[config.mk]
export PLATFORM = sky130hd
export DESIGN_NAME = packet_deframer_crc32_check_flat
export DESIGN_NICKNAME = d
export VERILOG_FILES = /design/src/design/pdc_pkg.sv /design/src/design/pdc_in_if.sv /design/src/design/pdc_out_if.sv /design/src/design/pdc_cfg_if.sv /design/src/design/packet_deframer_crc32_check.sv /design/src/design/pdc_cfg_regs.sv /design/src/design/pdc_crc32_byte.sv /design/src/design/pdc_frame_fsm.sv /design/src/flat_wrapper.sv
export SDC_FILE = /design/constraint.sdc
export NUM_CORES = 1
export LEC_CHECK = 0
export BUFFER_PORTS_ARGS = -buffer_cell sky130_fd_sc_hd__buf_2
export CORE_MARGIN = 4
export CORE_UTILIZATION = 47
export DETAILED_ROUTE_END_ITERATION = 8
export PLACE_DENSITY = 0.74
export SETUP_SLACK_MARGIN = 0.1
export SKIP_CTS_REPAIR_TIMING = 1
export SYNTH_ARGS = -nofsm -noshare
export SYNTH_HDL_FRONTEND = slang
export SYNTH_SLANG_ARGS = --single-unit
[constraint.sdc]
create_clock -name clk -period 2.8 [get_ports clk]
set_input_delay 0.84 -clock clk [delete_from_list [all_inputs] [get_ports clk]]
set_output_delay 0.84 -clock clk [all_outputs]
set_load 0.005 [all_outputs]
[src/design/pdc_pkg.sv]
// Shared types, codes and constants of the packet deframer with CRC-32 check.
package pdc_pkg;

    localparam logic [7:0]  SOP_FIRST   = 8'h9A;
    localparam logic [7:0]  SOP_SECOND  = 8'hCC;
    localparam logic [7:0]  TYPE_INVERT = 8'hFF;
    localparam logic [31:0] CRC_POLY    = 32'hEDB8_8320;
    localparam logic [31:0] CRC_INIT    = 32'hFFFF_FFFF;

    localparam int CFG_INDEX_W = 8;

    localparam logic [15:0] TIMEOUT_TICKS_RESET = 16'd1000;
    localparam logic [15:0] MAX_PAYLOAD_RESET   = 16'd256;

    typedef enum logic [CFG_INDEX_W-1:0] {
        CFG_TIMEOUT_TICKS = 8'd0,
        CFG_MAX_PAYLOAD   = 8'd1
    } cfg_index_t;

    typedef enum logic {
        KIND_BYTE = 1'b0,
        KIND_TICK = 1'b1
    } item_kind_t;

    typedef enum logic [1:0] {
        RES_PAYLOAD = 2'd0,
        RES_GOOD    = 2'd1,
        RES_BAD_CRC = 2'd2,
        RES_ABORT   = 2'd3
    } result_kind_t;

    typedef struct packed {
        logic [15:0] timeout_ticks;
        logic [15:0] max_payload_length;
    } pdc_cfg_t;

endpackage

[src/design/pdc_in_if.sv]
// Input item channel: received bytes and timer ticks.
interface pdc_in_if;
    logic       valid;
    logic       ready;
    logic       kind;
    logic [7:0] rx_byte;

    modport source (output valid, output kind, output rx_byte, input ready);
    modport sink   (input valid, input kind, input rx_byte, output ready);
endinterface

[src/design/pdc_out_if.sv]
// Result item channel: payload bytes and end-of-frame reports.
interface pdc_out_if;
    logic        valid;
    logic        ready;
    logic [1:0]  result_kind;
    logic [7:0]  frame_type;
    logic [15:0] payload_length;
    logic [15:0] byte_index;
    logic [7:0]  payload_byte;

    modport source (output valid, output result_kind, output frame_type,
                    output payload_length, output byte_index, output payload_byte,
                    input ready);
    modport sink   (input valid, input result_kind, input frame_type,
                    input payload_length, input byte_index, input payload_byte,
                    output ready);
endinterface

[src/design/pdc_cfg_if.sv]
// Configuration write channel: register index and write data.
interface pdc_cfg_if;
    logic        valid;
    logic        ready;
    logic [7:0]  index;
    logic [15:0] data;

    modport source (output valid, output index, output data, input ready);
    modport sink   (input valid, input index, input data, output ready);
endinterface

[src/design/packet_deframer_crc32_check.sv]
// Top level of the packet deframer with CRC-32 check.
//
//   channel | direction | carries
//   --------+-----------+----------------------------------------------------
//   rx      | sink      | kind, rx_byte (received byte or one timer tick)
//   res     | source    | result_kind, frame_type, payload_length,
//           |           | byte_index, payload_byte
//   cfg     | sink      | index, data (0 timeout_ticks, 1 max_payload_length)
//
// One transaction per cycle on rx unless a stalled res holds the input register; the
// byte-wide CRC update and the frame state step sit between the input register and
// the result register. A result passes through the input register and then the result register.
// A stalled res holds the result register and then the input register; rx
// keeps accepting while the input register can move on.
// rst_n clears the frame state and loads the register defaults; cfg is always ready.
module packet_deframer_crc32_check
    import pdc_pkg::*;
(
    input  logic      clk,
    input  logic      rst_n,
    pdc_in_if.sink    rx,
    pdc_out_if.source res,
    pdc_cfg_if.sink   cfg
);

    pdc_cfg_t cfg_values;

    pdc_cfg_regs u_cfg_regs (
        .clk        (clk),
        .rst_n      (rst_n),
        .cfg        (cfg),
        .cfg_values (cfg_values)
    );

    pdc_frame_fsm u_frame_fsm (
        .clk        (clk),
        .rst_n      (rst_n),
        .cfg_values (cfg_values),
        .rx         (rx),
        .res        (res)
    );

endmodule

[src/design/pdc_cfg_regs.sv]
// Configuration registers: timeout in ticks and largest payload length.
module pdc_cfg_regs
    import pdc_pkg::*;
(
    input  logic      clk,
    input  logic      rst_n,
    pdc_cfg_if.sink   cfg,
    output pdc_cfg_t  cfg_values
);

    logic [15:0] timeout_ticks_reg;
    logic [15:0] max_payload_reg;

    assign cfg.ready = 1'b1;

    always_ff @(posedge clk or negedge rst_n)
    begin
        if (!rst_n)
        begin
            timeout_ticks_reg <= TIMEOUT_TICKS_RESET;
            max_payload_reg   <= MAX_PAYLOAD_RESET;
        end
        else if (cfg.valid)
        begin
            case (cfg.index)
                CFG_TIMEOUT_TICKS: timeout_ticks_reg <= cfg.data;
                CFG_MAX_PAYLOAD:   max_payload_reg   <= cfg.data;
                default:
                begin
                end
            endcase
        end
    end

    assign cfg_values.timeout_ticks      = timeout_ticks_reg;
    assign cfg_values.max_payload_length = max_payload_reg;

endmodule

[src/design/pdc_crc32_byte.sv]
// Reflected CRC-32 update by one byte.
module pdc_crc32_byte
    import pdc_pkg::*;
(
    input  logic [31:0] crc_in,
    input  logic [7:0]  data,
    output logic [31:0] crc_out
);

    always_comb
    begin
        logic [31:0] c;
        c = crc_in ^ {24'd0, data};
        for (int i = 0; i < 8; i++)
        begin
            c = c[0] ? ((c >> 1) ^ CRC_POLY) : (c >> 1);
        end
        crc_out = c;
    end

endmodule

[src/design/pdc_frame_fsm.sv]
// Frame state machine: input register, header/payload/CRC parse, result register.
module pdc_frame_fsm
    import pdc_pkg::*;
(
    input  logic      clk,
    input  logic      rst_n,
    input  pdc_cfg_t  cfg_values,
    pdc_in_if.sink    rx,
    pdc_out_if.source res
);

    typedef enum logic [3:0] {
        ST_IDLE      = 4'd0,
        ST_GOT_SOP0  = 4'd1,
        ST_GOT_SOP1  = 4'd2,
        ST_GOT_TYPE  = 4'd3,
        ST_GOT_NTYPE = 4'd4,
        ST_GOT_LEN_HI = 4'd5,
        ST_PAYLOAD   = 4'd6,
        ST_CRC_B1    = 4'd7,
        ST_CRC_B2    = 4'd8,
        ST_CRC_B3    = 4'd9
    } state_t;

    // input stage
    logic        s1_valid_reg;
    logic        s1_kind_reg;
    logic [7:0]  s1_byte_reg;

    // frame state
    state_t      state_reg, state_next;
    logic [7:0]  held_type_reg, held_type_next;
    logic [15:0] held_length_reg, held_length_next;
    logic [15:0] bytes_received_reg, bytes_received_next;
    logic [31:0] received_crc_reg, received_crc_next;
    logic [31:0] running_crc_reg, running_crc_next;
    logic [15:0] ticks_left_reg, ticks_left_next;
    logic        timer_armed_reg, timer_armed_next;

    // result register
    logic         res_valid_reg;
    result_kind_t res_kind_reg;
    logic [7:0]   res_type_reg;
    logic [15:0]  res_length_reg;
    logic [15:0]  res_index_reg;
    logic [7:0]   res_byte_reg;

    logic         advance;
    logic         fire;
    logic         emit;
    result_kind_t emit_kind;
    logic [15:0]  emit_index;
    logic [7:0]   emit_byte;
    logic         frame_start;
    logic [31:0]  crc_seed;
    logic [31:0]  crc_fed;

    assign advance  = !res_valid_reg || res.ready;
    assign fire     = s1_valid_reg && advance;
    assign rx.ready = !s1_valid_reg || advance;

    always_comb
    begin
        case (state_reg)
            ST_GOT_SOP0, ST_GOT_SOP1, ST_GOT_TYPE, ST_GOT_NTYPE, ST_GOT_LEN_HI,
            ST_PAYLOAD, ST_CRC_B1, ST_CRC_B2, ST_CRC_B3: frame_start = 1'b0;
            default: frame_start = 1'b1;
        endcase
    end

    assign crc_seed = frame_start ? CRC_INIT : running_crc_reg;

    pdc_crc32_byte u_crc (
        .crc_in  (crc_seed),
        .data    (s1_byte_reg),
        .crc_out (crc_fed)
    );

    always_comb
    begin
        state_next          = state_reg;
        held_type_next      = held_type_reg;
        held_length_next    = held_length_reg;
        bytes_received_next = bytes_received_reg;
        received_crc_next   = received_crc_reg;
        running_crc_next    = running_crc_reg;
        ticks_left_next     = ticks_left_reg;
        timer_armed_next    = timer_armed_reg;
        emit                = 1'b0;
        emit_kind           = RES_PAYLOAD;
        emit_index          = bytes_received_reg;
        emit_byte           = 8'd0;

        if (fire)
        begin
            if (s1_kind_reg == KIND_TICK)
            begin
                if (timer_armed_reg)
                begin
                    if (ticks_left_reg <= 16'd1)
                    begin
                        state_next       = ST_IDLE;
                        timer_armed_next = 1'b0;
                        ticks_left_next  = 16'd0;
                        emit             = 1'b1;
                        emit_kind        = RES_ABORT;
                    end
                    else
                    begin
                        ticks_left_next = ticks_left_reg - 16'd1;
                    end
                end
            end
            else
            begin
                case (state_reg)
                    ST_GOT_SOP0:
                    begin
                        if (s1_byte_reg == SOP_SECOND)
                        begin
                            running_crc_next = crc_fed;
                            state_next       = ST_GOT_SOP1;
                        end
                        else
                        begin
                            state_next       = ST_IDLE;
                            timer_armed_next = 1'b0;
                            ticks_left_next  = 16'd0;
                        end
                    end
                    ST_GOT_SOP1:
                    begin
                        running_crc_next = crc_fed;
                        held_type_next   = s1_byte_reg;
                        state_next       = ST_GOT_TYPE;
                    end
                    ST_GOT_TYPE:
                    begin
                        if ((s1_byte_reg ^ TYPE_INVERT) == held_type_reg)
                        begin
                            running_crc_next = crc_fed;
                            state_next       = ST_GOT_NTYPE;
                        end
                        else
                        begin
                            state_next       = ST_IDLE;
                            timer_armed_next = 1'b0;
                            ticks_left_next  = 16'd0;
                        end
                    end
                    ST_GOT_NTYPE:
                    begin
                        running_crc_next = crc_fed;
                        held_length_next = {s1_byte_reg, 8'd0};
                        state_next       = ST_GOT_LEN_HI;
                    end
                    ST_GOT_LEN_HI:
                    begin
                        running_crc_next    = crc_fed;
                        held_length_next    = {held_length_reg[15:8], s1_byte_reg};
                        bytes_received_next = 16'd0;
                        if ({held_length_reg[15:8], s1_byte_reg} >
                            cfg_values.max_payload_length)
                        begin
                            state_next       = ST_IDLE;
                            timer_armed_next = 1'b0;
                            ticks_left_next  = 16'd0;
                            emit             = 1'b1;
                            emit_kind        = RES_ABORT;
                            emit_index       = 16'd0;
                        end
                        else
                        begin
                            state_next = ST_PAYLOAD;
                        end
                    end
                    ST_PAYLOAD:
                    begin
                        if (bytes_received_reg < held_length_reg)
                        begin
                            running_crc_next    = crc_fed;
                            bytes_received_next = bytes_received_reg + 16'd1;
                            emit                = 1'b1;
                            emit_kind           = RES_PAYLOAD;
                            emit_byte           = s1_byte_reg;
                        end
                        else
                        begin
                            received_crc_next = {s1_byte_reg, 24'd0};
                            state_next        = ST_CRC_B1;
                        end
                    end
                    ST_CRC_B1:
                    begin
                        received_crc_next = received_crc_reg | {8'd0, s1_byte_reg, 16'd0};
                        state_next        = ST_CRC_B2;
                    end
                    ST_CRC_B2:
                    begin
                        received_crc_next = received_crc_reg | {16'd0, s1_byte_reg, 8'd0};
                        state_next        = ST_CRC_B3;
                    end
                    ST_CRC_B3:
                    begin
                        received_crc_next = received_crc_reg | {24'd0, s1_byte_reg};
                        state_next        = ST_IDLE;
                        timer_armed_next  = 1'b0;
                        ticks_left_next   = 16'd0;
                        emit              = 1'b1;
                        emit_kind         = ((received_crc_reg | {24'd0, s1_byte_reg}) ==
                                             ~running_crc_reg) ? RES_GOOD : RES_BAD_CRC;
                    end
                    default:
                    begin
                        state_next = ST_IDLE;
                        if (s1_byte_reg == SOP_FIRST)
                        begin
                            held_type_next      = 8'd0;
                            held_length_next    = 16'd0;
                            bytes_received_next = 16'd0;
                            received_crc_next   = 32'd0;
                            running_crc_next    = crc_fed;
                            ticks_left_next     = cfg_values.timeout_ticks;
                            timer_armed_next    = 1'b1;
                            state_next          = ST_GOT_SOP0;
                        end
                    end
                endcase
            end
        end
    end

    always_ff @(posedge clk or negedge rst_n)
    begin
        if (!rst_n)
        begin
            s1_valid_reg       <= 1'b0;
            s1_kind_reg        <= KIND_BYTE;
            s1_byte_reg        <= 8'd0;
            state_reg          <= ST_IDLE;
            held_type_reg      <= 8'd0;
            held_length_reg    <= 16'd0;
            bytes_received_reg <= 16'd0;
            received_crc_reg   <= 32'd0;
            running_crc_reg    <= CRC_INIT;
            ticks_left_reg     <= 16'd0;
            timer_armed_reg    <= 1'b0;
            res_valid_reg      <= 1'b0;
            res_kind_reg       <= RES_PAYLOAD;
            res_type_reg       <= 8'd0;
            res_length_reg     <= 16'd0;
            res_index_reg      <= 16'd0;
            res_byte_reg       <= 8'd0;
        end
        else
        begin
            if (rx.ready)
            begin
                s1_valid_reg <= rx.valid;
            end
            if (rx.valid && rx.ready)
            begin
                s1_kind_reg <= rx.kind;
                s1_byte_reg <= rx.rx_byte;
            end

            state_reg          <= state_next;
            held_type_reg      <= held_type_next;
            held_length_reg    <= held_length_next;
            bytes_received_reg <= bytes_received_next;
            received_crc_reg   <= received_crc_next;
            running_crc_reg    <= running_crc_next;
            ticks_left_reg     <= ticks_left_next;
            timer_armed_reg    <= timer_armed_next;

            if (advance)
            begin
                res_valid_reg <= emit;
            end
            if (emit)
            begin
                res_kind_reg   <= emit_kind;
                res_type_reg   <= held_type_next;
                res_length_reg <= held_length_next;
                res_index_reg  <= emit_index;
                res_byte_reg   <= emit_byte;
            end
        end
    end

    assign res.valid          = res_valid_reg;
    assign res.result_kind    = res_kind_reg;
    assign res.frame_type     = res_type_reg;
    assign res.payload_length = res_length_reg;
    assign res.byte_index     = res_index_reg;
    assign res.payload_byte   = res_byte_reg;

    a_idle_timer_stopped: assert property (@(posedge clk) disable iff (!rst_n)
        !timer_armed_reg |-> (ticks_left_reg == 16'd0))
        else $error("timer stopped with ticks left");

    a_frame_has_timer: assert property (@(posedge clk) disable iff (!rst_n)
        (state_reg != ST_IDLE) |-> timer_armed_reg)
        else $error("frame in progress without running timer");

    a_payload_count: assert property (@(posedge clk) disable iff (!rst_n)
        (state_reg == ST_PAYLOAD) |-> (bytes_received_reg <= held_length_reg))
        else $error("payload count beyond header length");

    a_stall_holds_input: assert property (@(posedge clk) disable iff (!rst_n)
        (s1_valid_reg && !advance) |=> (s1_valid_reg && $stable(s1_byte_reg)))
        else $error("input stage lost an item while stalled");

endmodule
[src/flat_wrapper.sv]
// flat-port wrapper written by rule: the top's interface ports become plain ports
module packet_deframer_crc32_check_flat import pdc_pkg::*;
  (clk, rst_n, rx_valid, rx_kind, rx_rx_byte, rx_ready, res_valid, res_result_kind, res_frame_type, res_payload_length, res_byte_index, res_payload_byte, res_ready, cfg_valid, cfg_index, cfg_data, cfg_ready);
  pdc_in_if rx_i ();
  pdc_out_if res_i ();
  pdc_cfg_if cfg_i ();
  input  logic clk;
  input  logic rst_n;
  input wire logic [$bits(rx_i.valid)-1:0] rx_valid;
  input wire logic [$bits(rx_i.kind)-1:0] rx_kind;
  input wire logic [$bits(rx_i.rx_byte)-1:0] rx_rx_byte;
  output wire logic [$bits(rx_i.ready)-1:0] rx_ready;
  output wire logic [$bits(res_i.valid)-1:0] res_valid;
  output wire logic [$bits(res_i.result_kind)-1:0] res_result_kind;
  output wire logic [$bits(res_i.frame_type)-1:0] res_frame_type;
  output wire logic [$bits(res_i.payload_length)-1:0] res_payload_length;
  output wire logic [$bits(res_i.byte_index)-1:0] res_byte_index;
  output wire logic [$bits(res_i.payload_byte)-1:0] res_payload_byte;
  input wire logic [$bits(res_i.ready)-1:0] res_ready;
  input wire logic [$bits(cfg_i.valid)-1:0] cfg_valid;
  input wire logic [$bits(cfg_i.index)-1:0] cfg_index;
  input wire logic [$bits(cfg_i.data)-1:0] cfg_data;
  output wire logic [$bits(cfg_i.ready)-1:0] cfg_ready;
  assign rx_i.valid = rx_valid;
  assign rx_i.kind = rx_kind;
  assign rx_i.rx_byte = rx_rx_byte;
  assign rx_ready = rx_i.ready;
  assign res_valid = res_i.valid;
  assign res_result_kind = res_i.result_kind;
  assign res_frame_type = res_i.frame_type;
  assign res_payload_length = res_i.payload_length;
  assign res_byte_index = res_i.byte_index;
  assign res_payload_byte = res_i.payload_byte;
  assign res_i.ready = res_ready;
  assign cfg_i.valid = cfg_valid;
  assign cfg_i.index = cfg_index;
  assign cfg_i.data = cfg_data;
  assign cfg_ready = cfg_i.ready;
  packet_deframer_crc32_check u_core (.clk(clk), .rst_n(rst_n), .rx(rx_i), .res(res_i), .cfg(cfg_i));
endmodule
### Word-level counts from Yosys, hierarchy flattened

Memories as Yosys holds them, arrays and structs flattened.
Cells that the tools add are included.

* register bits after elaboration: 218
* latch bits: 0
* memory bits (writable): 0
* bits in read-only memories: 16
* bits of input ports: 38
* output and inout port bits: 53
* memories kept: 1

* add/sub/neg operators: 2
* multiply operators: 0
* div/mod/pow operators: 0
* $lt $le $gt $ge: 3
* equal/unequal tests: 25
* shift-type cells: 0
* muxes and demuxes: 75
* bitwise gates (word level): 18
* reduce and logical (&&, ||, !) cells: 26

Memories
* (no name shown): words 16, width 1, read ports 1, clocked after memory_dff 0, write ports 0, RTL line pdc_frame_fsm.sv:64 `case (state_reg)`

Operators by type and width (number)
* $mux 32: 15
* $pmux 32 s5: 2
* $mux 16: 16
* $not 13->14: 8
* $pmux 16 s3: 2
* $pmux 16 s5: 1
* $mux 8: 7
* $pmux 4 s9: 1
* $eq 32x32->1: 1
* $not 32->32: 1
* $or 32x16->32: 1
* $or 32x24->32: 1
* $or 32x8->32: 1
* $xor 32x8->32: 1
* $add 16x1->16 const B: 1
* $eq 4x3->1 const B: 4
* $eq 8x8->1 const B: 2
* $gt 16x16->1: 1
* $le 16x1->1 const B: 1
* $lt 16x16->1: 1
* $mux 4: 4
* $pmux 8 s2: 1
* $sub 16x1->16 const B: 1
* $mux 1: 14
* other kinds (31): 61

### Longest topological paths before layout

Gate-level depths: netlist of run 1.
An unclocked memory read counts as a cell.

* depth in word-level cells: 21
* depth in mapped cells: 13
* gate-level depth less buffers: 9

### By module

Synthesis of run 1 repeated with hierarchy kept, for this count alone.

* cell total of the unflattened synthesis: 1048
* area, all modules: 12025.3 um^2

By module, submodules not included
* pdc_frame_fsm: times used 1, cells an instance 907, area an instance 9801.9 um^2, seq. area each 4694.5 um^2
* pdc_cfg_regs: times used 1, cells an instance 74, area an instance 1298.7 um^2, seq. area each 809.5 um^2
* pdc_crc32_byte: times used 1, cells an instance 67, area an instance 924.6 um^2, seq. area each 0.0 um^2

### Least setup slack after synthesis of run 1

OpenSTA, ideal clock, no wires.

* kind: reg2reg
* start: reg u_core.u_frame_fsm.bytes_received_reg[14]
* end: reg u_core.u_frame_fsm.res_type_reg[7] (netlist: u_core.u_frame_fsm.res.frame_type[7])
* library setup time: 125 ps
* arrival time: 2801 ps
* data required time: 2675 ps
* path slack: -126 ps
* stages on the path, launching flop included: 10
* path buffers: 1
* period minus slack after synthesis: 2926 ps
* cells stage by stage: dfrtp_1 ha_1 nand4_1 or4_1 o32a_1 and3_1 nor2_1 a31o_2 buf_2 mux2_2

* longest elaborated chain between the ends: 5

RTL lines
* from (decl): RTL line pdc_frame_fsm.sv:34 `logic [15:0] bytes_received_reg, bytes_received_next;`
* from (signal assigned): RTL line pdc_frame_fsm.sv:270 `bytes_received_reg <= bytes_received_next;`
* $lt 16x16->1: RTL line pdc_frame_fsm.sv:179 `if (bytes_received_reg < held_length_reg)`
* $mux 1: RTL line pdc_frame_fsm.sv:179
* $pmux 1 s3: RTL line pdc_frame_fsm.sv:116 `case (state_reg)`
* $mux 1: RTL line pdc_frame_fsm.sv:96 `if (s1_kind_reg == KIND_TICK)`
* $mux 1: RTL line pdc_frame_fsm.sv:94 `if (fire)`
* to (signal assigned): RTL line pdc_frame_fsm.sv:283 `res_type_reg <= held_type_next;`
* to (decl): RTL line pdc_frame_fsm.sv:43 `logic [7:0] res_type_reg;`

No other way between the ends.
A chain may end at the register's enable or synchronous reset.

### Final worst setup path of run 1

* start: reg u_core.u_frame_fsm.bytes_received_reg[11]
* end: reg u_core.u_frame_fsm.res_length_reg[12] (netlist: u_core.u_frame_fsm.res.payload_length[12])

* longest elaborated chain between the ends: 5

RTL lines
* $lt 16x16->1: RTL line pdc_frame_fsm.sv:179
* $mux 1: RTL line pdc_frame_fsm.sv:179
* $pmux 1 s3: RTL line pdc_frame_fsm.sv:116
* $mux 1: RTL line pdc_frame_fsm.sv:96
* $mux 1: RTL line pdc_frame_fsm.sv:94
* to (signal assigned): RTL line pdc_frame_fsm.sv:284 `res_length_reg <= held_length_next;`
* to (decl): RTL line pdc_frame_fsm.sv:44 `logic [15:0] res_length_reg;`

No other way between the ends.

==> flow_metrics.tcl, run 1 <==
set metrics [dict create \
    critPathMaxFanout 14 \
    area.growth.synth_to_final_pct 28.4 \
    yosys_warnings 0 \
    max_slew_margin_pct 15.6 \
    async_flop_share_pct 100 \
    ir_worst_vdd_mv 0.357 \
    synth_mux_area_share_pct 8.14 \
    drive_gt1_share_pct 36.3 \
    postSynthCellCount 1077 \
    post-route-period-util_pct 105 \
    synthSimpleGateAreaFrac_pct 11.9 \
    syn-num-nets 1149 \
    drt_iter0_markers 867 \
    yosysSeqAreaShare_pct 48.1 \
    fin_util_pct 61.9 \
    reg2regPathDepth 9 \
    synth_top_family_by_area "compound AO/OA/AOI/OAI gates" \
    cts.clk_slew.worst_paths_ns 0.06 \
    hold_path.class "input pin to async pin" \
    finalNonFillerCells 1615 \
    rsz0062_at_grt "yes" \
    timing.max_cap.violations 0 \
    dp_hpwl_um 21900 \
    grt_pass1_wl_um 48200 \
    placed_area_um2 13100 \
    coreArea_um2 23800 \
    overflow 0 \
    synth_top_area_share_pct 39.1 \
    drv_slew 0 \
    final_area_um2 14700 \
    synth_top_area_cell "dfrtp_1" \
    status "finished with violations" \
    drtAntennaViolNets 0 \
    root_buffer "clkbuf_16" \
    routedWlPerCell_um 20.0 \
    antenna_found_initial 1 \
    yosys_register_bits 218 \
    port_buffers 89 \
    synthesis.area_um2 11500 \
    antenna_cells 0 \
    totalWireLength_um 32300 \
    synth_flop_cell "dfrtp_1" \
    dp.cells 1548 \
    dieHeight_um 164 \
    endpoint_kind "flip-flop" \
    power_leakage_nw 6.90 \
    die_area_um2 26900 \
    clock_path_buffers 3 \
    htreeDepth 1 \
    postSynthAreaPerCell_um2 10.6 \
    cp.required_ns 3.20 \
    clock.fmax_mhz 340 \
    yosysUniqueCellTypes 67 \
    layout.nets 1350 \
    rows 56 \
    grtUsageTotal_pct 22.2 \
    skew_ns 0.0181 \
    dr.pass1.iters 5 \
    fin_crit_ns 2.94 \
    viasPerCell 5.80 \
    clock_latency_ns 0.53 \
    start_kind "flip-flop" \
    yosys-top-cells-area "dfrtp_1, dfstp_2, mux2_2" \
    grt_pass1_vias 9163 \
    power_density_nw_per_um2 577 \
    hold_viol_final 0 \
    cts_tree "built" \
    grt_start_max_net_pins 82 \
    cp_data_arrival_time_ns 3.34 \
    die_w_um 164 \
    pin_count 91 \
    vias 9362 \
    critPathKind "flip-flop to flip-flop" \
    synth_edf_count 0 \
    total_power_mw 8.48 \
    clkSinkCount 218 \
    setup_viol 65 \
    synth-xor-area-share_pct 10.6 \
    violations "setup timing" \
    cts_buffers 24 \
    route.detailed.drc 0 \
    worst_slack_ns -0.142 \
    start_util_pct 48.2 \
    synth-compound-area-share_pct 13.8 \
    worst_pin_slew_ns 1.26 \
    yosys.area_share.adder_pct 3.71 \
    gp_congestion 0.898 \
]
==> cells in the final DEF, fill, tap and decap left out, types with 5 or more instances in the layout <==
cell type,instances
nor2_4,12
nand2_1,33
buf_12,8
ha_4,5
a22oi_1,6
nand3_1,12
clkbuf_16,27
buf_6,20
nand2b_1,5
nand4_1,20
nor2b_1,5
mux2_1,5
clkbuf_1,5
inv_1,52
buf_4,106
a32oi_1,8
mux2_4,17
mux2_2,59
o211ai_1,5
a21oi_2,12
a22o_1,56
nor2_1,113
o221ai_1,13
o21ai_0,29
nor3_4,8
buf_2,90
a21oi_1,59
and2_1,5
dfstp_2,39
nor3_1,19
nor4_1,10
xnor2_1,71
xnor2_2,12
ha_1,29
dfrtp_1,177
xor2_1,44
==> critical path, cell delays in order, from the launching register on <==
cell and delay (ns):
dfrtp_2 0.42, ha_4 0.26, nand4_1 0.16, or4_1 0.50, o32a_1 0.40, and3_4 0.21, nor2_4 0.10, a31o_4 0.23
buf_12 0.17, mux2_1 0.34
==> per-layer routing <==
| layer | GRT usage, % | wire [um] | vias to the layer above | part of all wire (%) |
|---|---|---|---|---|
| met4 | 5.26 | 878 | 2 | 2.7 |
| met3 | 3.11 | 1900 | 80 | 5.9 |
| met5 | 0 | 13 | - | 0.040 |
| met1 | 29.8 | 13400 | 4659 | 42 |
| li1 | - | - | 4230 | - |
| met2 | 38.1 | 16100 | 391 | 50 |
==> synthesized netlist by cell type (all sizes together), types with 5 or more instances <==
master,n
o221ai,13
dfrtp,179
nor2b,6
a22oi,6
a22o,56
o21ai,34
dfstp,39
clkbuf,36
nand4,20
buf,18
nand3,13
o211ai,5
mux2,81
nor4,16
nand2b,7
xnor2,83
a32oi,8
xor2,45
nor2,127
nor3,29
inv,53
a21oi,73
and2,5
nand2,33
ha,34
==> where the power goes <==
| group | switching [mW] | internal, mW | total (mW) |
|---|---|---|---|
| Sequential | 0.227 | 3.40 | 3.63 |
| Clock | 1.33 | 1.90 | 3.23 |
| Combinational | 0.900 | 0.723 | 1.62 |
==> area by class of cell <==
| cell class | count | area (um2) |
|---|---|---|
| tap | 319 | 399 |
| inverter | 53 | 199 |
| clock buffer | 30 | 633 |
| timing repair buffer | 229 | 1740 |
| sequential | 218 | 5510 |
| clock inverter | 14 | 174 |
| fill | 1836 | 9050 |
| multi-input combinational | 752 | 6060 |
==> worst paths after layout <==
kind                                                           start                                   endpoint  slack (ns)
setup / recovery           u_core.u_frame_fsm.bytes_received_reg[11]  u_core.u_frame_fsm.res.payload_length[12]       -0.14
hold / removal                                                 rst_n   u_core.u_frame_fsm.bytes_received_reg[1]        0.29
setup reg to reg           u_core.u_frame_fsm.bytes_received_reg[11]  u_core.u_frame_fsm.res.payload_length[12]       -0.14
hold reg to reg            u_core.u_frame_fsm.res.payload_length[13]  u_core.u_frame_fsm.res.payload_length[13]        0.49
max in group asynchronous                                      rst_n     u_core.u_frame_fsm.running_crc_reg[10]        1.63
min in group clk           u_core.u_frame_fsm.res.payload_length[13]  u_core.u_frame_fsm.res.payload_length[13]        0.49
==> logic make-up after synthesis <==
logic type | after synthesis
mux | 83
xor+xnor | 128
fa+ha+maj | 34
buf+inv | 107
other cells | 1
simple gates | 278
compound gates | 228
flops | 218
==> stage by stage <==
step | TNS, ns | hold WS (ns) | setup slack (ns)
4_1_cts | -2.41 | 0.305 | -0.129
2_1_floorplan | 0 | 0.463 | 0.0668
6_report | -4.24 | 0.293 | -0.142
3_3_place_gp | -0.545 | 0.471 | -0.0427
3_5_place_dp | -2.01 | 0.481 | -0.113
5_1_grt | -11.42 | 0.324 | -0.228
No activity file was read; power rests on OpenSTA's default activity.
==> run 2, diff against run 1 <==
==> constraint.sdc (replaced) <==
create_clock -name clk -period 2.65 [get_ports clk]
set_input_delay 0.795 -clock clk [delete_from_list [all_inputs] [get_ports clk]]
set_output_delay 0.795 -clock clk [all_outputs]
set_load 0.005 [all_outputs]
==> run 2 against run 1 <==
Against the previous run:
- the flow still finishes with violations (setup timing)
- sequential power up 5.5%
- non-clock buffer count up 29
- combinational power increased by 12%
- first-iteration DRC count increased by 8.3%
- total power grew 9.1%
- wire length grew 2.3%
- clock power up 11%
- sequential share of layout area is 1.4 points lower
- global-route usage rose by 0.27 points
- utilization is 2.4 points higher
- worst setup slack worse by 0.14 ns
- sequential cell count unchanged
- largest cell class unchanged
==> flow_metrics.tcl, run 2 (same netlist as run 1, synthesis figures left out) <==
set metrics [dict create \
    pin_count 91 \
    dp_hpwl_um 22100 \
    worst_pin_slew_ns 0.686 \
    hold_path.class "input pin to async pin" \
    power_density_nw_per_um2 605 \
    htreeDepth 1 \
    worst_slack_ns -0.282 \
    drt_iter0_markers 939 \
    routedWlPerCell_um 20.1 \
    start_util_pct 48.2 \
    grtUsageTotal_pct 22.4 \
    layout.nets 1379 \
    critPathKind "flip-flop to flip-flop" \
    endpoint_kind "flip-flop" \
    die_w_um 164 \
    cp.required_ns 3.07 \
    totalWireLength_um 33000 \
    fill_cells 1717 \
    power_leakage_nw 7.09 \
    cts.clk_slew.worst_paths_ns 0.07 \
    root_buffer "clkbuf_16" \
    cp_data_arrival_time_ns 3.35 \
    fin_crit_ns 2.93 \
    grt_pass1_wl_um 48800 \
    ir_worst_vdd_mv 0.460 \
    dr.pass1.iters 5 \
    rows 56 \
    vias 9508 \
    coreArea_um2 23800 \
    route.detailed.drc 0 \
    cts_buffers 24 \
    mostFrequentLayoutCells "dfrtp_1, buf_4, nor2_1, buf_2, xnor2_1" \
    drv_slew 0 \
    antenna_found_initial 0 \
    fin_hold_ws_ns 0.221 \
    grt_pass1_vias 9423 \
    hold_viol_final 0 \
    setup_viol 129 \
    final_common_cell "dfrtp_1" \
    drtAntennaViolNets 0 \
    grt_start_max_net_pins 55 \
    multi_input_area_um2 6230 \
    max_slew_margin_pct 53.9 \
    viasPerCell 5.79 \
    clock_latency_ns 0.54 \
    violations "setup timing" \
    gp_congestion 0.960 \
    area.growth.synth_to_final_pct 33.3 \
    clock.fmax_mhz 341 \
    setup_tns_ns -22.69 \
    drive_gt1_share_pct 40.9 \
    dieHeight_um 164 \
    cts_tree "built" \
    skew_ns 0.0224 \
    port_buffers 89 \
    timing.max_cap.violations 0 \
    start_kind "flip-flop" \
    clkSinkCount 218 \
    critPathMaxFanout 13 \
    seq_area_um2 5510 \
    reg2regPathDepth 9 \
    overflow 0 \
    status "finished with violations" \
    clock_path_buffers 3 \
    antenna_cells 0 \
    rsz0062_at_grt "yes" \
    die_area_um2 26900 \
    post-route-period-util_pct 111 \
]
[run 2: final cells by class]
cell class / instances / area share (%)
timing repair buffer: 258 / 13.6
sequential: 218 / 36.0
inverter: 53 / 1.30
multi-input combinational: 752 / 40.8
tap: 319 / 2.61
clock buffer: 27 / 4.20
clock inverter: 16 / 1.43
[run 2: path summary, 6_finish.rpt]
path | slack [ns] | from | endpoint
setup / recovery | -0.28 | u_core.u_frame_fsm.bytes_received_reg[11] | u_core.u_frame_fsm.res.frame_type[2]
min in group clk | 0.48 | rx_valid | u_core.u_frame_fsm.s1_valid_reg
hold reg to reg | 0.50 | u_core.u_frame_fsm.res.byte_index[10] | u_core.u_frame_fsm.res.byte_index[10]
setup reg to reg | -0.28 | u_core.u_frame_fsm.bytes_received_reg[11] | u_core.u_frame_fsm.res.frame_type[2]
hold / removal | 0.22 | rst_n | u_core.u_frame_fsm.res.byte_index[3]
max in group asynchronous | 1.72 | rst_n | u_core.u_cfg_regs.timeout_ticks_reg[3]
[run 2: critical path, cell delays in order (launching register included)]
cell and delay (ns):
dfrtp_2 0.43, ha_4 0.27, nand4_1 0.14, or4_1 0.51
o32a_1 0.42, and3_4 0.21, nor2_4 0.10, a31o_4 0.24
buf_12 0.17, mux2_2 0.35
[run 2: layer usage]
layer / vias up / global-route usage (%) / wire, um
met5: - / 0 / 0
met4: 0 / 7.47 / 1210
met3: 98 / 3.54 / 1840
met2: 349 / 37.6 / 16200
met1: 4760 / 29.9 / 13800
li1: 4301 / - / -
[run 2: through the flow]
stage	std cells	setup WS (ns)	total power, mW	instance area, um2	utilization (%)
2_1_floorplan	1077	-0.0755	4.85	11600	-
3_3_place_gp	1568	-0.161	5.41	13300	55.9
4_1_cts	1611	-0.229	9.06	14100	59.5
5_1_grt	1643	-0.315	9.62	15300	64.3
3_5_place_dp	1568	-0.230	5.46	13300	55.9
6_report	1643	-0.282	9.25	15300	64.3
[run 2: report_power, final]
| group | switching [mW] | internal [mW] | leakage (nW) |
|---|---|---|---|
| clock | 1.44 | 2.15 | 0.408 |
| combinational | 1.00 | 0.819 | 3.88 |
| sequential | 0.239 | 3.59 | 2.80 |
